**config.mk**
```make
export PLATFORM = sky130hd
export DESIGN_NAME = coap_message_parser_top
export DESIGN_NICKNAME = d
export VERILOG_FILES = /design/src/rtl/core/coap_pkg.sv /design/src/rtl/core/coap_message_parser_top.sv /design/src/rtl/core/coap_cfg_regs.sv /design/src/rtl/core/coap_step.sv
export SDC_FILE = /design/constraint.sdc
export NUM_CORES = 1
export LEC_CHECK = 0
export BUFFER_PORTS_ARGS = -buffer_cell sky130_fd_sc_hd__buf_2
export CELL_PAD_IN_SITES_DETAIL_PLACEMENT = 1
export CELL_PAD_IN_SITES_GLOBAL_PLACEMENT = 2
export CORE_UTILIZATION = 35
export DETAILED_ROUTE_END_ITERATION = 10
export PLACE_DENSITY_LB_ADDON = 0.3
export SYNTH_ARGS = -nofsm -noshare
export SYNTH_HDL_FRONTEND = slang
export SYNTH_HIERARCHICAL = 1
export SYNTH_SLANG_ARGS = --single-unit
```
**constraint.sdc**
```tcl
create_clock -name clk -period 4.7 [get_ports clk]
set_input_delay 0.94 -clock clk [delete_from_list [all_inputs] [get_ports clk]]
set_output_delay 0.94 -clock clk [all_outputs]
set_load 0.02 [all_outputs]
```
**src/rtl/core/coap_pkg.sv**
```systemverilog
// ----------------------------------------------------------------------------
// CoAP message parser package
// Shared types and constants: parse phases, byte kinds, error codes,
// register indexes, the running parse state and the configuration bundle.
// ----------------------------------------------------------------------------
package coap_pkg;

  localparam logic [3:0] MAX_TOKEN_LEN = 4'd8;

  // Option nibble codes
  localparam logic [3:0] NIB_DIRECT_MAX = 4'd12;
  localparam logic [3:0] NIB_EXT8       = 4'd13;
  localparam logic [3:0] NIB_RESERVED   = 4'd15;

  localparam logic [15:0] EXT8_OFFSET  = 16'd13;
  localparam logic [15:0] EXT16_OFFSET = 16'd269;

  localparam logic [7:0] MARKER_BYTE = 8'hFF;

  typedef enum logic [2:0] {
    PH_HDR,
    PH_TOKEN,
    PH_OPTHDR,
    PH_DEXT,
    PH_LEXT,
    PH_VALUE,
    PH_PAYLOAD,
    PH_IGNORE
  } phase_t;

  typedef enum logic [3:0] {
    KIND_HDR     = 4'd0,
    KIND_CODE    = 4'd1,
    KIND_MSGID   = 4'd2,
    KIND_TOKEN   = 4'd3,
    KIND_OPTHDR  = 4'd4,
    KIND_OPTEXT  = 4'd5,
    KIND_OPTVAL  = 4'd6,
    KIND_MARKER  = 4'd7,
    KIND_PAYLOAD = 4'd8
  } kind_t;

  typedef enum logic [2:0] {
    ERR_NONE,
    ERR_SHORT,
    ERR_TKL,
    ERR_NIBBLE15,
    ERR_OVERFLOW,
    ERR_TRUNCATED,
    ERR_NOPAYLOAD,
    ERR_TOOLONG
  } err_t;

  typedef enum logic {
    REG_CAPTURE_COUNT,
    REG_VALUE_LIMIT
  } reg_idx_t;

  typedef struct packed {
    logic [7:0]  capture_count;
    logic [15:0] value_limit;
  } cfg_t;

  // All-zero value is the state at the start of a datagram.
  typedef struct packed {
    phase_t      phase;
    logic [1:0]  hdr_pos;
    logic [3:0]  token_left;
    logic [3:0]  tkl;
    logic [3:0]  delta_nib;
    logic [3:0]  length_nib;
    logic [15:0] ext_accum;
    logic [1:0]  ext_left;
    logic [15:0] delta_val;
    logic [15:0] running_number;
    logic [15:0] current_length;
    logic [15:0] value_left;
    logic [7:0]  option_count;
    logic [7:0]  cur_index;
    logic [16:0] area_bytes;
    err_t        error;
  } parse_state_t;

endpackage

```
**src/rtl/core/coap_message_parser_top.sv**
```systemverilog
// ----------------------------------------------------------------------------
// CoAP message parser top level
// Byte-serial classifier for CoAP datagrams with option tracking.
// ----------------------------------------------------------------------------
// Feed one datagram byte per transaction with last_byte set on the final
// byte; every byte gives exactly one result transaction, in order. The block
// takes one byte per clock cycle sustained while result_stall stays low. An
// accepted byte sits in the input register while a combinational update of
// the running parse state computes its result, which lands in the result
// register when that register is empty or its transaction completes.
// That state update, one byte deep, is what sets the rate. Either
// side may stall at any time; the input register and result register keep
// the stream lossless. Configuration writes belong in idle periods (no
// result outstanding); they take effect for the next byte processed. The
// parse state clears itself after every last byte, registers are kept.
// ----------------------------------------------------------------------------
module coap_message_parser_top (
  input  logic        clk,
  input  logic        rst,
  // byte input channel
  input  logic        data_valid,
  output logic        data_stall,
  input  logic [7:0]  data_byte,
  input  logic        last_byte,
  // result channel
  output logic        result_valid,
  input  logic        result_stall,
  output logic [3:0]  byte_kind,
  output logic [7:0]  byte_value,
  output logic [15:0] option_number,
  output logic [15:0] option_length,
  output logic [7:0]  option_index,
  output logic [3:0]  token_size,
  output logic        message_done,
  output logic [2:0]  error_code,
  // configuration port
  input  logic        psel,
  input  logic        penable,
  input  logic        pwrite,
  input  logic [2:0]  paddr,
  input  logic [31:0] pwdata,
  output logic [31:0] prdata,
  output logic        pready
);
  import coap_pkg::*;

  cfg_t         cfg;
  parse_state_t state;
  parse_state_t state_next;
  kind_t        kind;

  // Input register
  logic         in_valid;
  logic [7:0]   in_byte;
  logic         in_last;
  logic         advance;

  coap_cfg_regs u_cfg_regs (
    .clk     (clk),
    .rst     (rst),
    .psel    (psel),
    .penable (penable),
    .pwrite  (pwrite),
    .paddr   (paddr),
    .pwdata  (pwdata),
    .prdata  (prdata),
    .pready  (pready),
    .cfg     (cfg)
  );

  coap_step u_step (
    .st        (state),
    .cfg       (cfg),
    .data_byte (in_byte),
    .last_byte (in_last),
    .st_next   (state_next),
    .kind      (kind)
  );

  // Move the held byte into the result register whenever that register is
  // empty or its transaction completes this cycle.
  assign advance    = in_valid && (!result_valid || !result_stall);
  assign data_stall = in_valid && !advance;

  always_ff @(posedge clk) begin
    if (rst) begin
      in_valid <= 1'b0;
    end else if (data_valid && !data_stall) begin
      in_valid <= 1'b1;
    end else if (advance) begin
      in_valid <= 1'b0;
    end
  end

  always_ff @(posedge clk) begin
    if (data_valid && !data_stall) begin
      in_byte <= data_byte;
      in_last <= last_byte;
    end
  end

  // Parse state: advance per byte, clear after the datagram's last byte.
  always_ff @(posedge clk) begin
    if (rst) begin
      state <= '0;
    end else if (advance) begin
      state <= in_last ? parse_state_t'('0) : state_next;
    end
  end

  always_ff @(posedge clk) begin
    if (rst) begin
      result_valid <= 1'b0;
    end else if (advance) begin
      result_valid <= 1'b1;
    end else if (!result_stall) begin
      result_valid <= 1'b0;
    end
  end

  // Result payload reflects the state after this byte, before any clear.
  always_ff @(posedge clk) begin
    if (advance) begin
      byte_kind     <= kind;
      byte_value    <= in_byte;
      option_number <= state_next.running_number;
      option_length <= state_next.current_length;
      option_index  <= state_next.cur_index;
      token_size    <= state_next.tkl;
      message_done  <= in_last;
      error_code    <= state_next.error;
    end
  end

endmodule

```
**src/rtl/core/coap_cfg_regs.sv**
```systemverilog
// ----------------------------------------------------------------------------
// CoAP parser configuration registers
// APB-style register file: capture count and option value length limit.
// ----------------------------------------------------------------------------
module coap_cfg_regs (
  input  logic               clk,
  input  logic               rst,
  input  logic               psel,
  input  logic               penable,
  input  logic               pwrite,
  input  logic [2:0]         paddr,
  input  logic [31:0]        pwdata,
  output logic [31:0]        prdata,
  output logic               pready,
  output coap_pkg::cfg_t     cfg
);
  import coap_pkg::*;

  reg_idx_t reg_sel;
  logic     wr_en;

  assign reg_sel = reg_idx_t'(paddr[2]);
  assign wr_en   = psel && penable && pwrite;
  assign pready  = 1'b1;

  always_ff @(posedge clk) begin
    if (rst) begin
      cfg.capture_count <= 8'd0;
      cfg.value_limit   <= 16'd12;
    end else if (wr_en) begin
      unique case (reg_sel)
        REG_CAPTURE_COUNT: cfg.capture_count <= pwdata[7:0];
        REG_VALUE_LIMIT:   cfg.value_limit   <= pwdata[15:0];
      endcase
    end
  end

  always_comb begin
    unique case (reg_sel)
      REG_CAPTURE_COUNT: prdata = {24'd0, cfg.capture_count};
      REG_VALUE_LIMIT:   prdata = {16'd0, cfg.value_limit};
    endcase
  end

endmodule

```
**src/rtl/core/coap_step.sv**
```systemverilog
// ----------------------------------------------------------------------------
// CoAP parser step logic
// Classifies one byte and computes the parse state that follows it.
// ----------------------------------------------------------------------------
module coap_step (
  input  coap_pkg::parse_state_t st,
  input  coap_pkg::cfg_t         cfg,
  input  logic [7:0]             data_byte,
  input  logic                   last_byte,
  output coap_pkg::parse_state_t st_next,
  output coap_pkg::kind_t        kind
);
  import coap_pkg::*;

  function automatic parse_state_t fail(parse_state_t s, err_t code);
    s.error = code;
    s.phase = PH_IGNORE;
    return s;
  endfunction

  function automatic parse_state_t start_ext(parse_state_t s, logic [3:0] nib, phase_t nxt);
    s.ext_accum = 16'd0;
    s.ext_left  = (nib == NIB_EXT8) ? 2'd1 : 2'd2;
    s.phase     = nxt;
    return s;
  endfunction

  function automatic logic [15:0] ext_value(logic [15:0] accum, logic [3:0] nib);
    return accum + ((nib == NIB_EXT8) ? EXT8_OFFSET : EXT16_OFFSET);
  endfunction

  function automatic parse_state_t complete_opt(parse_state_t s, logic [15:0] len,
                                                logic last, cfg_t c);
    logic [16:0] num_sum;
    logic [16:0] area_sum;
    num_sum  = {1'b0, s.running_number} + {1'b0, s.delta_val};
    area_sum = s.area_bytes + {1'b0, len};
    if (num_sum[16] || s.area_bytes[16] || area_sum[16]) begin
      s = fail(s, ERR_OVERFLOW);
    end else begin
      s.running_number = num_sum[15:0];
      s.current_length = len;
      if (last && (len != 16'd0)) begin
        s = fail(s, ERR_TRUNCATED);
      end else if ((s.cur_index < c.capture_count) && (len > c.value_limit)) begin
        s = fail(s, ERR_TOOLONG);
      end else if (len == 16'd0) begin
        s.phase = PH_OPTHDR;
      end else begin
        s.value_left = len;
        s.area_bytes = area_sum;
        s.phase      = PH_VALUE;
      end
    end
    return s;
  endfunction

  function automatic parse_state_t after_delta(parse_state_t s, logic [15:0] delta,
                                               logic last, logic from_ext, cfg_t c);
    s.delta_val = delta;
    if (s.length_nib > NIB_DIRECT_MAX) begin
      if ((s.length_nib == NIB_RESERVED) && !(last && from_ext)) begin
        s = fail(s, ERR_NIBBLE15);
      end else if (last) begin
        s = fail(s, ERR_TRUNCATED);
      end else begin
        s = start_ext(s, s.length_nib, PH_LEXT);
      end
    end else begin
      s = complete_opt(s, {12'd0, s.length_nib}, last, c);
    end
    return s;
  endfunction

  logic [15:0] accum_shift;
  logic [1:0]  ext_left_dec;
  logic [16:0] area_inc;

  assign accum_shift  = {st.ext_accum[7:0], data_byte};
  assign ext_left_dec = (st.ext_left != 2'd0) ? st.ext_left - 2'd1 : 2'd0;
  // Area count saturates just above the 16-bit limit.
  assign area_inc     = st.area_bytes[16] ? st.area_bytes : st.area_bytes + 17'd1;

  always_comb begin
    st_next = st;
    kind    = KIND_PAYLOAD;
    unique case (st.phase)
      PH_HDR: begin
        if (st.hdr_pos == 2'd0) begin
          kind        = KIND_HDR;
          st_next.tkl = data_byte[3:0];
        end else if (st.hdr_pos == 2'd1) begin
          kind = KIND_CODE;
        end else begin
          kind = KIND_MSGID;
        end
        if (st.hdr_pos != 2'd3) begin
          st_next.hdr_pos = st.hdr_pos + 2'd1;
          if (last_byte) st_next = fail(st_next, ERR_SHORT);
        end else if (st.tkl > MAX_TOKEN_LEN) begin
          st_next = fail(st_next, ERR_TKL);
        end else if (st.tkl == 4'd0) begin
          st_next.phase = PH_OPTHDR;
        end else if (last_byte) begin
          st_next = fail(st_next, ERR_SHORT);
        end else begin
          st_next.token_left = st.tkl;
          st_next.phase      = PH_TOKEN;
        end
      end
      PH_TOKEN: begin
        kind               = KIND_TOKEN;
        st_next.token_left = st.token_left - 4'd1;
        if (st_next.token_left == 4'd0) begin
          st_next.phase = PH_OPTHDR;
        end else if (last_byte) begin
          st_next = fail(st_next, ERR_SHORT);
        end
      end
      PH_OPTHDR: begin
        kind               = KIND_OPTHDR;
        st_next.area_bytes = area_inc;
        if (data_byte == MARKER_BYTE) begin
          kind = KIND_MARKER;
          if (last_byte) st_next = fail(st_next, ERR_NOPAYLOAD);
          else           st_next.phase = PH_PAYLOAD;
        end else begin
          st_next.cur_index  = st.option_count;
          if (st.option_count != 8'hFF) st_next.option_count = st.option_count + 8'd1;
          st_next.delta_nib  = data_byte[7:4];
          st_next.length_nib = data_byte[3:0];
          if (last_byte && (data_byte[7:4] > NIB_DIRECT_MAX)) begin
            st_next = fail(st_next, ERR_TRUNCATED);
          end else if (data_byte[7:4] == NIB_RESERVED) begin
            st_next = fail(st_next, ERR_NIBBLE15);
          end else if (data_byte[7:4] > NIB_DIRECT_MAX) begin
            st_next = start_ext(st_next, data_byte[7:4], PH_DEXT);
          end else begin
            st_next = after_delta(st_next, {12'd0, data_byte[7:4]}, last_byte, 1'b0, cfg);
          end
        end
      end
      PH_DEXT, PH_LEXT: begin
        kind               = KIND_OPTEXT;
        st_next.area_bytes = area_inc;
        st_next.ext_accum  = accum_shift;
        st_next.ext_left   = ext_left_dec;
        if (ext_left_dec != 2'd0) begin
          if (last_byte) st_next = fail(st_next, ERR_TRUNCATED);
        end else if (st.phase == PH_DEXT) begin
          st_next = after_delta(st_next, ext_value(accum_shift, st.delta_nib),
                                last_byte, 1'b1, cfg);
        end else begin
          st_next = complete_opt(st_next, ext_value(accum_shift, st.length_nib),
                                 last_byte, cfg);
        end
      end
      PH_VALUE: begin
        kind = KIND_OPTVAL;
        if (st.value_left != 16'd0) st_next.value_left = st.value_left - 16'd1;
        if (st_next.value_left == 16'd0) begin
          st_next.phase = PH_OPTHDR;
        end else if (last_byte) begin
          st_next = fail(st_next, ERR_TRUNCATED);
        end
      end
      PH_PAYLOAD, PH_IGNORE: begin
        kind = KIND_PAYLOAD;
      end
    endcase
  end

endmodule

```
==> reports/qor.csv <==
metric,value,unit
status,"finished, violations left",
violations,negative setup slack,
synth.avg_cell_area,8.54,um2
start_util,0.357,
drt-wirelength-per-cell,24.4,um
hold_viol_final,0,
r2r-start,state[120],
final_common_cell,buf_4,
globalplace.congestion,0.972,
num_antenna_cells,0,
root_buffer,clkbuf_16,
antenna_found_initial,2,
maxCapViolations,0,
final_cell_mix,"buf_4, nand2b_1, mux2i_1",
cts_made_buffers,31,
setup_slack,-0.210,ns
drc,0,
fill_cells,6428,
fin_util,0.467,
die_x,240,um
end_kind,register,
max_slew_margin,0.247,
cts.sinks,226,
grt_pass1_wl,125000,um
p_leak,10.3,nW
critPathKind,register to register,
clockBufferDepth,3,
ir_drop,0.000234,V
fin_nets,2861,
die_h,240,um
grt_overflow,0,
drtAntennaViolNets,0,
synthToLayoutAreaGrowth,31.0,%
synthCells,2315,
cp.required,5.15,ns
maxSlewViolCount,0,
fp-row-count,86,
startpoint_type,register,
drt_first_pass_iters,5,
finClkSkew,0.0169,ns
fp.coreArea,55400,um2
rsz0062_at_grt,true,
ys_warn_count,6,
io_pins,146,
min-delay-start,state[60],
worstMarginPinSlew,1.12,ns
crit_start,state[120],
vias,20300,
fin_crit,4.91,ns
insertion_delay,0.60,ns
cp.arrival,5.36,ns
dr.first_iter.drc_count,1448,
dieArea,57400,um2
min_period_over_period,1.04,
grt_use_total,0.282,
cts.clk_slew.worst_paths,0.06,ns
setup_viol,57,
drive_gt1_frac,0.292,
max_freq,204,MHz
routed_wirelength,84500,um
dp_hpwl,61200,um
rrSetupSlack,-0.21,ns
cts_max_level,1,
fin_area,25900,um2
first_global_vias,20600,
fin_setup_tns,-4.62,ns
netlist_area,19800,um2
power_density,215,nW/um2
grt_max_degree,138,
portBuffers,110,
min_path_type,register to register,
dpl_cell_area,23000,um2
routed_via_density,5.84,
tritoncts,done,
cp_max_fo,6,
==> sequential cells by signal, indices dropped and copies added (netlist names) <==
| signal | cells |
|---|---|
| option_length | 16 |
| error_code | 3 |
| in_byte | 8 |
| in_last | 1 |
| option_number | 16 |
| byte_value | 8 |
| message_done | 1 |
| u_cfg_regs/cfg | 24 |
| state | 131 |
| byte_kind | 4 |
| option_index | 8 |
| result_valid | 1 |
| in_valid | 1 |
| token_size | 4 |
==> per-layer routing <==
layer	share of wire	routed length, um	track usage	up-vias
li1	-	-	-	9327
met1	0.44	37400	0.369	10200
met2	0.48	40200	0.478	532
met3	0.044	3760	0.0312	164
met4	0.037	3140	0.0985	0
met5	0	0	0	-
==> area by class of cell <==
type                    instances  area (um2)  area share
multi-input cells            1849       14500       0.559
flip-flops and latches        226        5220       0.202
repair buffers                507        3890       0.150
well taps                     748         936      0.0362
clock buffers                  40         870      0.0336
inverters                      79         299      0.0116
clock inverters                17         193     0.00744
==> power breakdown <==
| part | internal, mW | switching [mW] |
|---|---|---|
| sequential | 2.05 | 0.0321 |
| clock | 1.47 | 1.01 |
| combinational | 0.405 | 0.607 |
| total | 3.93 | 1.65 |
==> path summary, 6_finish.rpt <==
check | end | cells past startpoint
setup reg to reg | state[7] | 20
setup / recovery | state[7] | 20
hold reg to reg | state[60] | 2
hold / removal | state[60] | 2
==> stage by stage <==
stage / total power, mW / cells / hold WS (ns) / setup slack, ns
finish: 5.57 / 3466 / 0.480 / -0.210
global placement: 2.98 / 3338 / 0.460 / -0.667
CTS: 5.54 / 3420 / 0.480 / -0.109
detailed placement: 3.00 / 3338 / 0.472 / -0.734
global route: 5.74 / 3466 / 0.487 / -0.325
floorplan: 2.64 / 2330 / 0.445 / -0.00306
==> critical path: stages (launching register included) <==
cell,delay (ns)
dfxtp_2,0.34
nand2_2,0.07
or3_4,0.42
ha_4,0.30
inv_4,0.05
o31a_1,0.33
buf_4,0.15
o22ai_4,0.34
ha_1,0.34
o211ai_1,0.22
a21oi_2,0.10
o311a_4,0.41
a311oi_2,0.25
buf_4,0.19
nand2_4,0.06
buf_12,0.14
a221oi_4,0.34
mux2i_1,0.16
a221o_1,0.28
or3b_2,0.19
mux2i_1,0.07
==> repair_timing <==
item	4_1_cts	5_1_grt
endpoints found under the setup margin	103	84
buffers inserted	26	48
gates resized for setup	86	185
hold buffers	0	0
endpoints found under the hold margin	0	0
gates cloned	0	3
pin swaps	40	89
(Power assumes the default switching activity.)
